[config.mk]
export PLATFORM = sky130hd
export DESIGN_NAME = bitmap_page_allocator_core_flat
export DESIGN_NICKNAME = d
export VERILOG_FILES = /design/src/rtl/bpa_pkg.sv /design/src/rtl/bpa_if.sv /design/src/rtl/bpa_map.sv /design/src/rtl/bpa_scan.sv /design/src/rtl/bitmap_page_allocator_core.sv /design/src/flat_wrapper.sv
export SDC_FILE = /design/constraint.sdc
export NUM_CORES = 2
export LEC_CHECK = 0
export ABC_AREA = 0
export BUFFER_PORTS_ARGS = -buffer_cell sky130_fd_sc_hd__buf_2
export CAP_MARGIN = 20
export CORE_UTILIZATION = 63
export CTS_CLUSTER_DIAMETER = 200
export DETAILED_ROUTE_END_ITERATION = 10
export GPL_ROUTABILITY_DRIVEN = 0
export PLACE_DENSITY = 0.8
export SLEW_MARGIN = 10
export SYNTH_ARGS = -nofsm -noshare
export SYNTH_HDL_FRONTEND = slang
export SYNTH_SLANG_ARGS = --single-unit
[constraint.sdc]
create_clock -name clk -period 4.7 [get_ports clk]
set_input_delay 0.94 -clock clk [delete_from_list [all_inputs] [get_ports clk]]
set_output_delay 0.94 -clock clk [all_outputs]
set_load 0.01 [all_outputs]
[src/rtl/bpa_pkg.sv]
`timescale 1ns / 1ps
// ----------------------------------------------------------------------------
// bpa_pkg: shared types and constants of the bitmap page allocator
// Page geometry, operation and status codes, config register indexes and the
// result word of the free-bit scan unit.
// ----------------------------------------------------------------------------
package bpa_pkg;

	localparam int unsigned ADDR_W        = 32;
	localparam int unsigned CNT_REG_W     = 11;
	localparam int unsigned WORD_W        = 32;
	localparam int unsigned BIT_W         = $clog2(WORD_W);
	localparam int unsigned MAX_PAGES_DEF = 1024;
	localparam int unsigned PAGE_BYTES    = 4096;
	localparam int unsigned PAGE_SHIFT    = $clog2(PAGE_BYTES);

	typedef enum logic {
		OP_ALLOC = 1'b0,
		OP_FREE  = 1'b1
	} op_t;

	typedef enum logic [1:0] {
		ST_OK         = 2'd0,
		ST_NOFREE     = 2'd1,
		ST_MISALIGNED = 2'd2,
		ST_RANGE      = 2'd3
	} status_t;

	typedef enum logic {
		CFG_BASE  = 1'b0,
		CFG_COUNT = 1'b1
	} cfg_idx_t;

	// Scan unit answer: lowest free, in-range bit of one map word
	typedef struct packed {
		logic             found;
		logic [BIT_W-1:0] pos;
	} scan_res_t;

endpackage

[src/rtl/bpa_if.sv]
`timescale 1ns / 1ps
// ----------------------------------------------------------------------------
// bpa_if: request and response channels of the bitmap page allocator
// Valid/ready channels; a word moves on a clock edge with valid and ready high.
// ----------------------------------------------------------------------------
interface bpa_req_if;
	logic                        valid;
	logic                        ready;
	logic                        opcode;
	logic [bpa_pkg::ADDR_W-1:0]  address;

	modport source (output valid, output opcode, output address, input ready);
	modport sink   (input valid, input opcode, input address, output ready);
endinterface

interface bpa_rsp_if;
	logic                        valid;
	logic                        ready;
	logic [bpa_pkg::ADDR_W-1:0]  page_address;
	logic [1:0]                  status;

	modport source (output valid, output page_address, output status, input ready);
	modport sink   (input valid, input page_address, input status, output ready);
endinterface

[src/rtl/bpa_map.sv]
`timescale 1ns / 1ps
// ----------------------------------------------------------------------------
// bpa_map: used-bit map storage
// One word of used bits per 32 pages; one write port, one read port with
// registered read data.
// ----------------------------------------------------------------------------
module bpa_map #(
	parameter int unsigned DEPTH = 32,
	parameter int unsigned AW    = 5
) (
	input  logic                        clk,
	input  logic                        wr_en,
	input  logic [AW-1:0]               wr_addr,
	input  logic [bpa_pkg::WORD_W-1:0]  wr_data,
	input  logic [AW-1:0]               rd_addr,
	output logic [bpa_pkg::WORD_W-1:0]  rd_data
);
	import bpa_pkg::*;

	logic [WORD_W-1:0] mem_q [DEPTH];
	logic [WORD_W-1:0] rd_q;

	// write port
	always_ff @(posedge clk) begin
		if (wr_en) begin
			mem_q[wr_addr] <= wr_data;
		end
	end

	// registered read port
	always_ff @(posedge clk) begin
		rd_q <= mem_q[rd_addr];
	end

	assign rd_data = rd_q;

endmodule

[src/rtl/bpa_scan.sv]
`timescale 1ns / 1ps
// ----------------------------------------------------------------------------
// bpa_scan: free-bit finder
// Masks off pages beyond the page count in the last word and returns the
// lowest clear bit of one map word.
// ----------------------------------------------------------------------------
module bpa_scan (
	input  logic [bpa_pkg::WORD_W-1:0]  word,
	input  logic                        last,
	input  logic [bpa_pkg::BIT_W-1:0]   lim,
	output bpa_pkg::scan_res_t          res
);
	import bpa_pkg::*;

	logic [WORD_W-1:0] mask;
	logic [WORD_W-1:0] avail;

	// keep bits 0..lim in the last word, all bits elsewhere
	always_comb begin
		mask  = last ? ({WORD_W{1'b1}} >> (BIT_W'(WORD_W - 1) - lim)) : {WORD_W{1'b1}};
		avail = ~word & mask;
	end

	// priority encode, lowest free bit wins
	always_comb begin
		res.found = |avail;
		res.pos   = '0;
		for (int i = WORD_W - 1; i >= 0; i--) begin
			if (avail[i]) begin
				res.pos = BIT_W'(i);
			end
		end
	end

endmodule

[src/rtl/bitmap_page_allocator_core.sv]
`timescale 1ns / 1ps
// ----------------------------------------------------------------------------
// bitmap_page_allocator_core: first-fit page allocator over a used-bit map
// Allocate returns the lowest free page below the page count and marks it
// used; free checks the page address and clears its bit.
//
//   channel  dir  handshake     word contents
//   req      in   valid/ready   opcode, address
//   rsp      out  valid/ready   page_address, status
//   cfg      in   cfg_we        cfg_index, cfg_data (no read-back)
//
// Allocate scans one map word per cycle from the RAM port after its alloc
// step, reading the next word ahead, over 1 to 32 words at the default size;
// a find adds an address step before the response, no free page responds
// after the last page's word, and a zero page count skips the scan.
// Free steps through check, index compare and map read, map write, response
// and idle; a misaligned or below-base address responds after the check, an
// index beyond the page count after the index compare.
// After reset a clearing pass zeroes the map, one word a cycle; no request is
// taken meanwhile.
// One request is in flight at a time; a waiting response holds the block in
// its final state until the response register is free.
// ----------------------------------------------------------------------------
module bitmap_page_allocator_core #(
	parameter int unsigned MAX_PAGES = bpa_pkg::MAX_PAGES_DEF
) (
	input  logic                         clk,
	input  logic                         arst_n,
	input  logic                         cfg_we,
	input  logic                         cfg_index,
	input  logic [bpa_pkg::ADDR_W-1:0]   cfg_data,
	bpa_req_if.sink                      req,
	bpa_rsp_if.source                    rsp
);
	import bpa_pkg::*;

	localparam int unsigned MAP_WORDS = (MAX_PAGES + WORD_W - 1) / WORD_W;
	localparam int unsigned AW        = (MAP_WORDS > 1) ? $clog2(MAP_WORDS) : 1;
	localparam int unsigned PW        = AW + BIT_W;
	localparam int unsigned CW        = $clog2(MAX_PAGES + 1);
	localparam int unsigned NW        = (CW > CNT_REG_W) ? CW : CNT_REG_W;
	localparam int unsigned FIW       = ADDR_W - PAGE_SHIFT;
	localparam int unsigned XW        = (FIW > CW) ? FIW : CW;

	typedef enum logic [8:0] {
		S_CLEAR    = 9'b000000001,
		S_IDLE     = 9'b000000010,
		S_ALLOC    = 9'b000000100,
		S_SCAN     = 9'b000001000,
		S_ADDR     = 9'b000010000,
		S_FREE_CHK = 9'b000100000,
		S_FREE_IDX = 9'b001000000,
		S_FREE_WR  = 9'b010000000,
		S_DONE     = 9'b100000000
	} state_t;

	state_t                state_q;
	logic [AW-1:0]         clr_q;
	logic [ADDR_W-1:0]     base_q;
	logic [CNT_REG_W-1:0]  count_q;
	logic                  rsp_valid_q;

	logic [ADDR_W-1:0]     addr_q;
	logic [CW-1:0]         n_q;
	logic                  nz_q;
	logic [AW-1:0]         lw_q;
	logic [BIT_W-1:0]      lim_q;
	logic [AW-1:0]         chk_q;
	logic [PW-1:0]         idx_q;
	logic [ADDR_W-1:0]     diff_q;
	logic [ADDR_W-1:0]     res_addr_q;
	status_t               res_st_q;
	logic [ADDR_W-1:0]     rsp_addr_q;
	status_t               rsp_st_q;

	logic [NW-1:0]         cnt_ext;
	logic [NW-1:0]         n_ext;
	logic [CW-1:0]         n_eff;
	logic [CW-1:0]         nm1;
	logic [FIW-1:0]        fidx;
	logic                  fidx_out;
	logic                  accept;
	logic                  last_word;
	logic                  rsp_load;
	logic [AW-1:0]         map_ra;
	logic                  map_we;
	logic [AW-1:0]         map_wa;
	logic [WORD_W-1:0]     map_wd;
	logic [WORD_W-1:0]     map_rd;
	scan_res_t             scan;

	// effective page count and the word that holds the last page
	always_comb begin
		cnt_ext = NW'(count_q);
		n_ext   = (cnt_ext > NW'(MAX_PAGES)) ? NW'(MAX_PAGES) : cnt_ext;
		n_eff   = CW'(n_ext);
		nm1     = n_eff - CW'(1);
	end

	assign accept    = req.valid && req.ready;
	assign last_word = (chk_q == lw_q);
	assign fidx      = FIW'(diff_q >> PAGE_SHIFT);
	assign fidx_out  = (XW'(fidx) >= XW'(n_q));
	assign rsp_load  = (state_q == S_DONE) && (!rsp_valid_q || rsp.ready);

	bpa_map #(
		.DEPTH (MAP_WORDS),
		.AW    (AW)
	) u_map (
		.clk     (clk),
		.wr_en   (map_we),
		.wr_addr (map_wa),
		.wr_data (map_wd),
		.rd_addr (map_ra),
		.rd_data (map_rd)
	);

	bpa_scan u_scan (
		.word (map_rd),
		.last (last_word),
		.lim  (lim_q),
		.res  (scan)
	);

	// map read address: prefetch the next word while scanning, the page's word on a free
	always_comb begin
		case (state_q)
			S_SCAN:     map_ra = last_word ? chk_q : chk_q + AW'(1);
			S_FREE_IDX: map_ra = AW'(fidx >> BIT_W);
			default:    map_ra = '0;
		endcase
	end

	// map write: clearing pass, allocate set, free clear
	always_comb begin
		map_we = 1'b0;
		map_wa = chk_q;
		map_wd = '0;
		case (state_q)
			S_CLEAR: begin
				map_we = 1'b1;
				map_wa = clr_q;
			end
			S_SCAN: begin
				map_we = scan.found;
				map_wa = chk_q;
				map_wd = map_rd | (WORD_W'(1) << scan.pos);
			end
			S_FREE_WR: begin
				map_we = 1'b1;
				map_wa = idx_q[PW-1:BIT_W];
				map_wd = map_rd & ~(WORD_W'(1) << idx_q[BIT_W-1:0]);
			end
			default: begin
				map_we = 1'b0;
			end
		endcase
	end

	// config registers
	always_ff @(posedge clk or negedge arst_n) begin
		if (!arst_n) begin
			base_q  <= '0;
			count_q <= '0;
		end else if (cfg_we) begin
			if (cfg_index == CFG_BASE) begin
				base_q <= cfg_data;
			end else begin
				count_q <= cfg_data[CNT_REG_W-1:0];
			end
		end
	end

	// sequencer
	always_ff @(posedge clk or negedge arst_n) begin
		if (!arst_n) begin
			state_q <= S_CLEAR;
			clr_q   <= '0;
		end else begin
			case (state_q)
				S_CLEAR: begin
					clr_q <= clr_q + AW'(1);
					if (clr_q == AW'(MAP_WORDS - 1)) begin
						state_q <= S_IDLE;
					end
				end
				S_IDLE: begin
					if (accept) begin
						state_q <= (req.opcode == OP_FREE) ? S_FREE_CHK : S_ALLOC;
					end
				end
				S_ALLOC: begin
					state_q <= nz_q ? S_SCAN : S_DONE;
				end
				S_SCAN: begin
					if (scan.found) begin
						state_q <= S_ADDR;
					end else if (last_word) begin
						state_q <= S_DONE;
					end
				end
				S_ADDR: begin
					state_q <= S_DONE;
				end
				S_FREE_CHK: begin
					if (addr_q[PAGE_SHIFT-1:0] != '0 || addr_q < base_q) begin
						state_q <= S_DONE;
					end else begin
						state_q <= S_FREE_IDX;
					end
				end
				S_FREE_IDX: begin
					state_q <= fidx_out ? S_DONE : S_FREE_WR;
				end
				S_FREE_WR: begin
					state_q <= S_DONE;
				end
				S_DONE: begin
					if (rsp_load) begin
						state_q <= S_IDLE;
					end
				end
				default: begin
					state_q <= S_IDLE;
				end
			endcase
		end
	end

	// per-request working registers
	always_ff @(posedge clk) begin
		case (state_q)
			S_IDLE: begin
				addr_q     <= req.address;
				n_q        <= n_eff;
				nz_q       <= (n_eff != '0);
				lw_q       <= AW'(nm1 >> BIT_W);
				lim_q      <= nm1[BIT_W-1:0];
				chk_q      <= '0;
				res_addr_q <= '0;
				res_st_q   <= ST_NOFREE;
			end
			S_SCAN: begin
				if (scan.found) begin
					idx_q <= {chk_q, scan.pos};
				end else if (!last_word) begin
					chk_q <= chk_q + AW'(1);
				end
			end
			S_ADDR: begin
				res_addr_q <= base_q + (ADDR_W'(idx_q) << PAGE_SHIFT);
				res_st_q   <= ST_OK;
			end
			S_FREE_CHK: begin
				diff_q <= addr_q - base_q;
				if (addr_q[PAGE_SHIFT-1:0] != '0) begin
					res_st_q <= ST_MISALIGNED;
				end else if (addr_q < base_q) begin
					res_st_q <= ST_RANGE;
				end
			end
			S_FREE_IDX: begin
				idx_q    <= PW'(fidx);
				res_st_q <= fidx_out ? ST_RANGE : ST_OK;
			end
			default: begin
				res_st_q <= res_st_q;
			end
		endcase
	end

	// response register
	always_ff @(posedge clk or negedge arst_n) begin
		if (!arst_n) begin
			rsp_valid_q <= 1'b0;
		end else if (rsp_load) begin
			rsp_valid_q <= 1'b1;
		end else if (rsp.ready) begin
			rsp_valid_q <= 1'b0;
		end
	end

	always_ff @(posedge clk) begin
		if (rsp_load) begin
			rsp_addr_q <= res_addr_q;
			rsp_st_q   <= res_st_q;
		end
	end

	assign req.ready        = (state_q == S_IDLE);
	assign rsp.valid        = rsp_valid_q;
	assign rsp.page_address = rsp_addr_q;
	assign rsp.status       = rsp_st_q;

`ifndef SYNTH
	// a response appears only out of the final state
	a_rsp_from_done: assert property (@(posedge clk) disable iff (!arst_n)
		$rose(rsp_valid_q) |-> $past(state_q == S_DONE))
		else $error("response raised outside the final state");

	// the scan never runs past the word holding the last page
	a_scan_bound: assert property (@(posedge clk) disable iff (!arst_n)
		(state_q == S_SCAN) |-> (chk_q <= lw_q))
		else $error("scan beyond last map word");

	// an allocated page lies below the page count
	a_alloc_range: assert property (@(posedge clk) disable iff (!arst_n)
		(state_q == S_ADDR) |-> (XW'(idx_q) < XW'(n_q)))
		else $error("allocated page beyond page count");

	// a free writes back its word with the page bit cleared
	a_free_clears: assert property (@(posedge clk) disable iff (!arst_n)
		(state_q == S_FREE_WR) |-> (map_we && !map_wd[idx_q[BIT_W-1:0]]))
		else $error("free did not clear the page bit");

	// an allocation marks the chosen bit used in the same write
	a_alloc_sets: assert property (@(posedge clk) disable iff (!arst_n)
		(state_q == S_SCAN && scan.found) |-> (map_we && map_wd[scan.pos]))
		else $error("allocation did not set the page bit");
`endif

endmodule
[src/flat_wrapper.sv]
// flat-port wrapper written by rule: the top's interface ports become plain ports
module bitmap_page_allocator_core_flat import bpa_pkg::*;
#(
	parameter int unsigned MAX_PAGES = bpa_pkg::MAX_PAGES_DEF
)
  (clk, arst_n, cfg_we, cfg_index, cfg_data, req_valid, req_opcode, req_address, req_ready, rsp_valid, rsp_page_address, rsp_status, rsp_ready);
  bpa_req_if req_i ();
  bpa_rsp_if rsp_i ();
  input  logic clk;
  input  logic arst_n;
  input  logic cfg_we;
  input  logic cfg_index;
  input  logic [bpa_pkg::ADDR_W-1:0] cfg_data;
  input wire logic [$bits(req_i.valid)-1:0] req_valid;
  input wire logic [$bits(req_i.opcode)-1:0] req_opcode;
  input wire logic [$bits(req_i.address)-1:0] req_address;
  output wire logic [$bits(req_i.ready)-1:0] req_ready;
  output wire logic [$bits(rsp_i.valid)-1:0] rsp_valid;
  output wire logic [$bits(rsp_i.page_address)-1:0] rsp_page_address;
  output wire logic [$bits(rsp_i.status)-1:0] rsp_status;
  input wire logic [$bits(rsp_i.ready)-1:0] rsp_ready;
  assign req_i.valid = req_valid;
  assign req_i.opcode = req_opcode;
  assign req_i.address = req_address;
  assign req_ready = req_i.ready;
  assign rsp_valid = rsp_i.valid;
  assign rsp_page_address = rsp_i.page_address;
  assign rsp_status = rsp_i.status;
  assign rsp_i.ready = rsp_ready;
  bitmap_page_allocator_core #(.MAX_PAGES(MAX_PAGES)) u_core (.clk(clk), .arst_n(arst_n), .cfg_we(cfg_we), .cfg_index(cfg_index), .cfg_data(cfg_data), .req(req_i), .rsp(rsp_i));
endmodule
* Yosys cells after proc, flatten, opt, wreduce, memory -nomap -nowiden
Memory sizes are Yosys's and may differ from the RTL's. A register that Yosys moved wholly into a read port is not among the register bits. Index checks and enable logic that the tools add are counted. W data, S select, Z words.
Cells by class: order comparisons 3, reduce and logical (&&, ||, !) cells 21, mux-type cells 62, equal/unequal tests 18, shift operators 3, $add $sub $neg 6, bitwise logic cells 6
Operators by type and width (number):
- $mux W5 | 34
- $pmux W32 S2 | 2
- $mux W9 | 8
- $pmux W9 S8 | 1
- $and A32 B32 Y32 | 2
- $not A32 Y32 | 2
- $shl A1 B5 Y32 const A | 2
- $add A32 B22 Y32 | 1
- $lt A32 B32 Y1 | 1
- $mux W32 | 1
- $or A32 B32 Y32 | 1
- $reduce_or A32 Y1 | 1
- $shr A32 B5 Y32 const A | 1
- $sub A32 B32 Y32 | 1
- $pmux W5 S2 | 3
- $ge A20 B11 Y1 | 1
- $pmux W10 S2 | 1
- $reduce_bool A12 Y1 | 1
- $gt A11 B11 Y1 const B | 1
- $mux W11 | 1
- $reduce_bool A11 Y1 | 1
- $add A5 B1 Y5 const B | 2
- $mux W10 | 1
- $reduce_and A2 Y1 | 5
- other kinds (30) | 44
Word-level totals: RAM bits 1024, memories 1, register bits after elaboration 227, output and inout port bits 36
Memories:
- u_core.u_map.mem_q | depth 32, bits a word 32, rd ports 1, clocked after Yosys merged registers in 1, wr ports 1, RTL line bpa_map.sv:20 | logic [WORD_W-1:0] mem_q [DEPTH];

* Logic depth before layout (Yosys ltp)
word-level depth 39, mapped depth 16, depth with buffers taken out 13

* Cells and area by module
From an unflattened synthesis, not the netlist that was laid out.
Unflattened totals: cell total of the unflattened synthesis 3411, area total of the unflattened synthesis 52267.6 um^2
Modules (own cells, without submodules):
- bpa_map | cells each 2260, seq. area each 31390.1 um^2, times used 1, area each 40487.6 um^2
- bitmap_page_allocator_core | cells each 998, seq. area each 6167.2 um^2, times used 1, area each 10830.4 um^2
- bpa_scan | cells each 153, seq. area each 0.0 um^2, times used 1, area each 949.7 um^2

* Worst setup path after synthesis
OpenSTA, ideal clock, no wires.
kind reg-to-reg, start register u_core.chk_q[0], end memory u_core.u_map.mem_q[3][0] (enable), setup slack 0.519 ns, stages on the path, launching flop included 14, arrival time 3.760 ns, required time 4.279 ns, clock period less this slack 4.181 ns, setup time 0.421 ns, cell sequence edfxtp_1 buf_2 xnor2_1 and3_4 buf_6 buf_6 a32oi_1 a21o_1 nor3b_1 a41oi_2 a31oi_1 or2_2 buf_2 nor2_1
On the way: word-level cells in the longest chain between the ends 7, elaborated cells on any way between the ends 8, those cells by class 1 x eq/ne; 5 x mux; 1 x bitwise; 1 x reduce/logical
Ends and longest elaborated chain:
- start, declared | RTL line bitmap_page_allocator_core.sv:68 | logic [AW-1:0] chk_q;
- start signal, assigned | RTL line bitmap_page_allocator_core.sv:247 | chk_q <= chk_q + AW'(1);
- $eq A5 B5 Y1 | RTL line bitmap_page_allocator_core.sv:101 | assign last_word = (chk_q == lw_q);
- $mux W32 | RTL line bpa_scan.sv:20 | mask = last ? ({WORD_W{1'b1}} >> (BIT_W'(WORD_W - 1) - lim)) : {WORD_W{1'b1}};
- $and A32 B32 Y32 | RTL line bpa_scan.sv:21 | avail = ~word & mask;
- $reduce_or A32 Y1 | RTL line bpa_scan.sv:26 | res.found = |avail;
- $pmux W1 S2 | RTL line bitmap_page_allocator_core.sv:139 | case (state_q)
- $mux W1 | RTL line bpa_map.sv:25 | if (wr_en) begin
- $mux W1 (not written as such) | RTL line bpa_map.sv:26 | mem_q[wr_addr] <= wr_data;
- end, declared | RTL line bpa_map.sv:20
Parallel ways exist; a longest one is shown, timed or not.

* Worst setup path after layout
start register u_core.lim_q[1], end memory u_core.u_map.mem_q[2][25] (enable)
On the way: word-level cells in the longest chain between the ends 8
Ends and longest elaborated chain:
- start, declared | RTL line bitmap_page_allocator_core.sv:67 | logic [BIT_W-1:0] lim_q;
- start signal, assigned | RTL line bitmap_page_allocator_core.sv:238 | lim_q <= nm1[BIT_W-1:0];
- $sub A5 B5 Y5 | RTL line bpa_scan.sv:20
- $shr A32 B5 Y32 | RTL line bpa_scan.sv:20
- $mux W32 | RTL line bpa_scan.sv:20
- $and A32 B32 Y32 | RTL line bpa_scan.sv:21
- $reduce_or A32 Y1 | RTL line bpa_scan.sv:26
- $pmux W1 S2 | RTL line bitmap_page_allocator_core.sv:139
- $mux W1 | RTL line bpa_map.sv:25
- $mux W1 (not written as such) | RTL line bpa_map.sv:26
Every way passes these cells.

==> results_dict.tcl <==
set metrics [dict create \
    tritoncts "built" \
    avgSynthCellArea_um2 14.1 \
    cp-start-kind "register" \
    synth_commonest_cells "edfxtp_1 (1181), nand2_1 (461), nor2_1 (376)" \
    post-synth-top-count-cell "edfxtp_1" \
    core-area_um2 82200 \
    fill_cells 4982 \
    synth_flop_cell "edfxtp_1" \
    synth_edf_count 1181 \
    antenna_found_initial 5 \
    synth_fa_ha_area_share_pct 1.37 \
    synth_cells 3718 \
    synth_compound_area_share_pct 9.47 \
    routed-via-count 33564 \
    hp-class "primary input to asynchronous set/reset pin" \
    worstPathArrival_ns 4.89 \
    seq_area_frac_synth_pct 71.6 \
    ys_warn_count 0 \
    end_kind "register" \
    via_per_inst 6.65 \
    rsz0062_at_grt "false" \
    post_drt_wl_per_cell_um 26.5 \
    finClkSkew_ns 0.0463 \
    synth-seq-cells 1271 \
    grt_pass1_wl_um 198000 \
    synth_cell_types 89 \
    status "complete, no violations" \
    slew_viol_final 0 \
    cts_setup_buffers 0 \
    row_count 105 \
    p_total_uw 26100 \
    final.period_utilization_pct 95.6 \
    worst_path_most_repeated_cell "a31oi_1" \
    cts_sinks 1271 \
    start_util_pct 63.8 \
    syn_nets 3846 \
    hpwl_um 80600 \
    synth-xor-area-share_pct 0.846 \
    synth_top_family_by_area "simple AND/OR/NAND/NOR gates" \
    worstSetupPathType "register to register" \
    first_global_vias 32514 \
    h-tree-depth 3 \
    antenna_cells 0 \
    path_delay_family "simple AND/OR/NAND/NOR gates" \
    path_buf_inv 2 \
    ir_worst_vdd_v 0.000401 \
    dieArea_um2 84500 \
    port_buffers 106 \
    slowest_stage "nor2_4" \
    layout.nets 4008 \
    grt.total_usage_pct 31.4 \
    root_buffer "clkbuf_16" \
    totalWireLength_um 134000 \
    yosys.area_share.simple_pct 10.2 \
    p_per_area_nw_per_um2 442 \
    grt_max_degree 74 \
    numCtsBuffers 119 \
    p_leak_uw 0.0222 \
    setup_viol 0 \
    path_max_fanout 25 \
    async_flop_share_pct 4.56 \
    firstDrtPassIters 8 \
    dieHeight_um 291 \
    clkTransAtPathRegs_ns 0.06 \
    cts_buffer_depth 3 \
    muxShareOfSynthArea_pct 4.09 \
    worstPathRequired_ns 5.10 \
    fmax_mhz 223 \
    hold_viol 0 \
    period_needed_ns 4.49 \
    crit_chain "or2_1 > a31oi_1 > a31oi_1 > nor4_1 > and2_1 > a41oi_2 > a31oi_1 > nand2b_1 > buf_4 > nor2_4 > buf_4" \
    cap_violations 0 \
    critical_path.max_stage_delay_ns 0.89 \
    clk_latency_ns 0.71 \
    worstMarginPinSlew_ns 1.13 \
    relSlewSlack_pct 24.2 \
    ant_nets 0 \
    drt_iter0_markers 4756 \
    drc 0 \
    drive_gt1_share_pct 15.4 \
    finalSetupTns_ns 0 \
    mappedNetlistArea_um2 52500 \
    fp.dieW_um 291 \
    grt-ovfl-total 0 \
    synth_area_leaders "edfxtp_1 (68%), nand2_1 (3.3%), dfrtp_1 (2.7%), nor2_1 (2.7%), o21ai_0 (1.5%)" \
    netlist.top_cell.by_area "edfxtp_1" \
    yosysTopAreaCellShare_pct 67.6 \
    area_delta_synth_final_pct 12.6 \
    pin_count 107 \
]
stage by stage:
stage               hold WS (ns)  utilization (%)  worst slack, ns  std cells  instance area (um^2)
floorplan                  0.400                -            0.519       3718                 52500
global placement           0.401             67.0            0.315       4823                 55100
detailed placement         0.405             67.1            0.244       4826                 55200
CTS                        0.374             71.8            0.193       5047                 59000
global route               0.390             71.8           0.0303       5050                 59100
finish                     0.398             71.8            0.208       5050                 59100
cell families after synthesis:
group | after synthesis
buffers and inverters | 278
AOI/OAI and AO/OA | 698
adders and majority gates | 57
and+or+nand+nor | 1199
xor gates and xnor gates | 49
DFF | 1271
muxes | 166
layer usage:
metal	vias to the layer above	part of all wire [%]	GRT usage, %	wire length [um]
met2	2298	48	50.4	64000
met4	6	4.6	13.9	6100
met1	16327	36	42.1	48500
met3	445	11	6.11	15300
met5	-	0.022	0	30
li1	14488	-	-	-
where the power goes:
| group | internal (uW) | switching (uW) |
|---|---|---|
| clock | 5270 | 4120 |
| sequential | 13100 | 385 |
| combinational | 1080 | 2170 |
final timing paths:
path	slack, ns	start	endpoint	depth (start not counted)
worst max-delay path	0.21	u_core.lim_q[1]	u_core.u_map.mem_q[2][25]	11
worst min-delay path	0.40	arst_n	u_core.base_q[30]	2
worst max register to register	0.21	u_core.lim_q[1]	u_core.u_map.mem_q[2][25]	11
worst min register to register	0.41	u_core.res_addr_q[16]	u_core.rsp.page_address[16]	0
max in group asynchronous	3.75	arst_n	u_core.cnt_ext[9]	2
min in group clk	0.40	req_address[8]	u_core.addr_q[8]	1
final cells by class:
type                    count  area [um^2]  share of cell area, %
multi-input cells        2169        14000                   23.7
repair buffers            255         2130                   3.60
flip-flops and latches   1271        37600                   63.6
well taps                1070         1340                   2.27
clock buffers             159         3270                   5.54
clock inverters            62          554                  0.938
inverters                  64          240                  0.407
worst reg2reg max path, delay by kind of cell (launching register included):
family	cells	cell delay, ns
and+or+nand+nor	5	1.85
buffers and inverters	2	0.58
DFF	1	0.65
AOI/OAI and AO/OA	4	1.09
what timing repair did:
item,4_1_cts,5_1_grt
resized for setup,0,1
hold buffers,0,0
endpoints found under the setup margin,0,55
sequential cells by signal, summed over array words and instances, names as in the netlist, 5 cells and up:
name / count
u_core.u_map.mem_q: 1024
u_core.addr_q: 32
u_core.base_q: 32
u_core.res_addr_q: 32
u_core.rsp.page_address: 32
u_core.u_map.rd_data: 32
u_core.diff_q: 20
u_core.cnt_ext: 11
u_core.n_q: 11
u_core.idx_q: 10
u_core.state_q: 9
u_core.chk_q: 5
u_core.clr_q: 5
u_core.lim_q: 5
u_core.lw_q: 5
cell usage in the layout, fill, tap and decap left out, types with 11 or more instances in the layout:
cell	instances
mux2_2	66
nor2_1	342
clkinv_2	22
edfxtp_1	1181
a221oi_1	33
and2_1	21
nand3_1	109
o211ai_1	21
dfxtp_1	32
buf_4	111
mux2i_1	68
buf_12	36
a22oi_1	41
nor3_1	25
buf_2	106
a32oi_1	33
ha_1	56
inv_1	63
clkinv_1	19
a221o_1	70
nand2_1	461
o221ai_1	39
clkbuf_1	29
nor2b_1	19
mux4_2	32
nor4_1	23
a31oi_1	48
xor2_1	13
nand2b_1	18
a21oi_1	111
xnor2_1	34
nor2_4	34
a22o_1	46
clkbuf_16	122
o21ai_0	153
and3_1	66
dfrtp_1	57
a21o_1	14
a211oi_1	11
(Power assumes the default switching activity.)
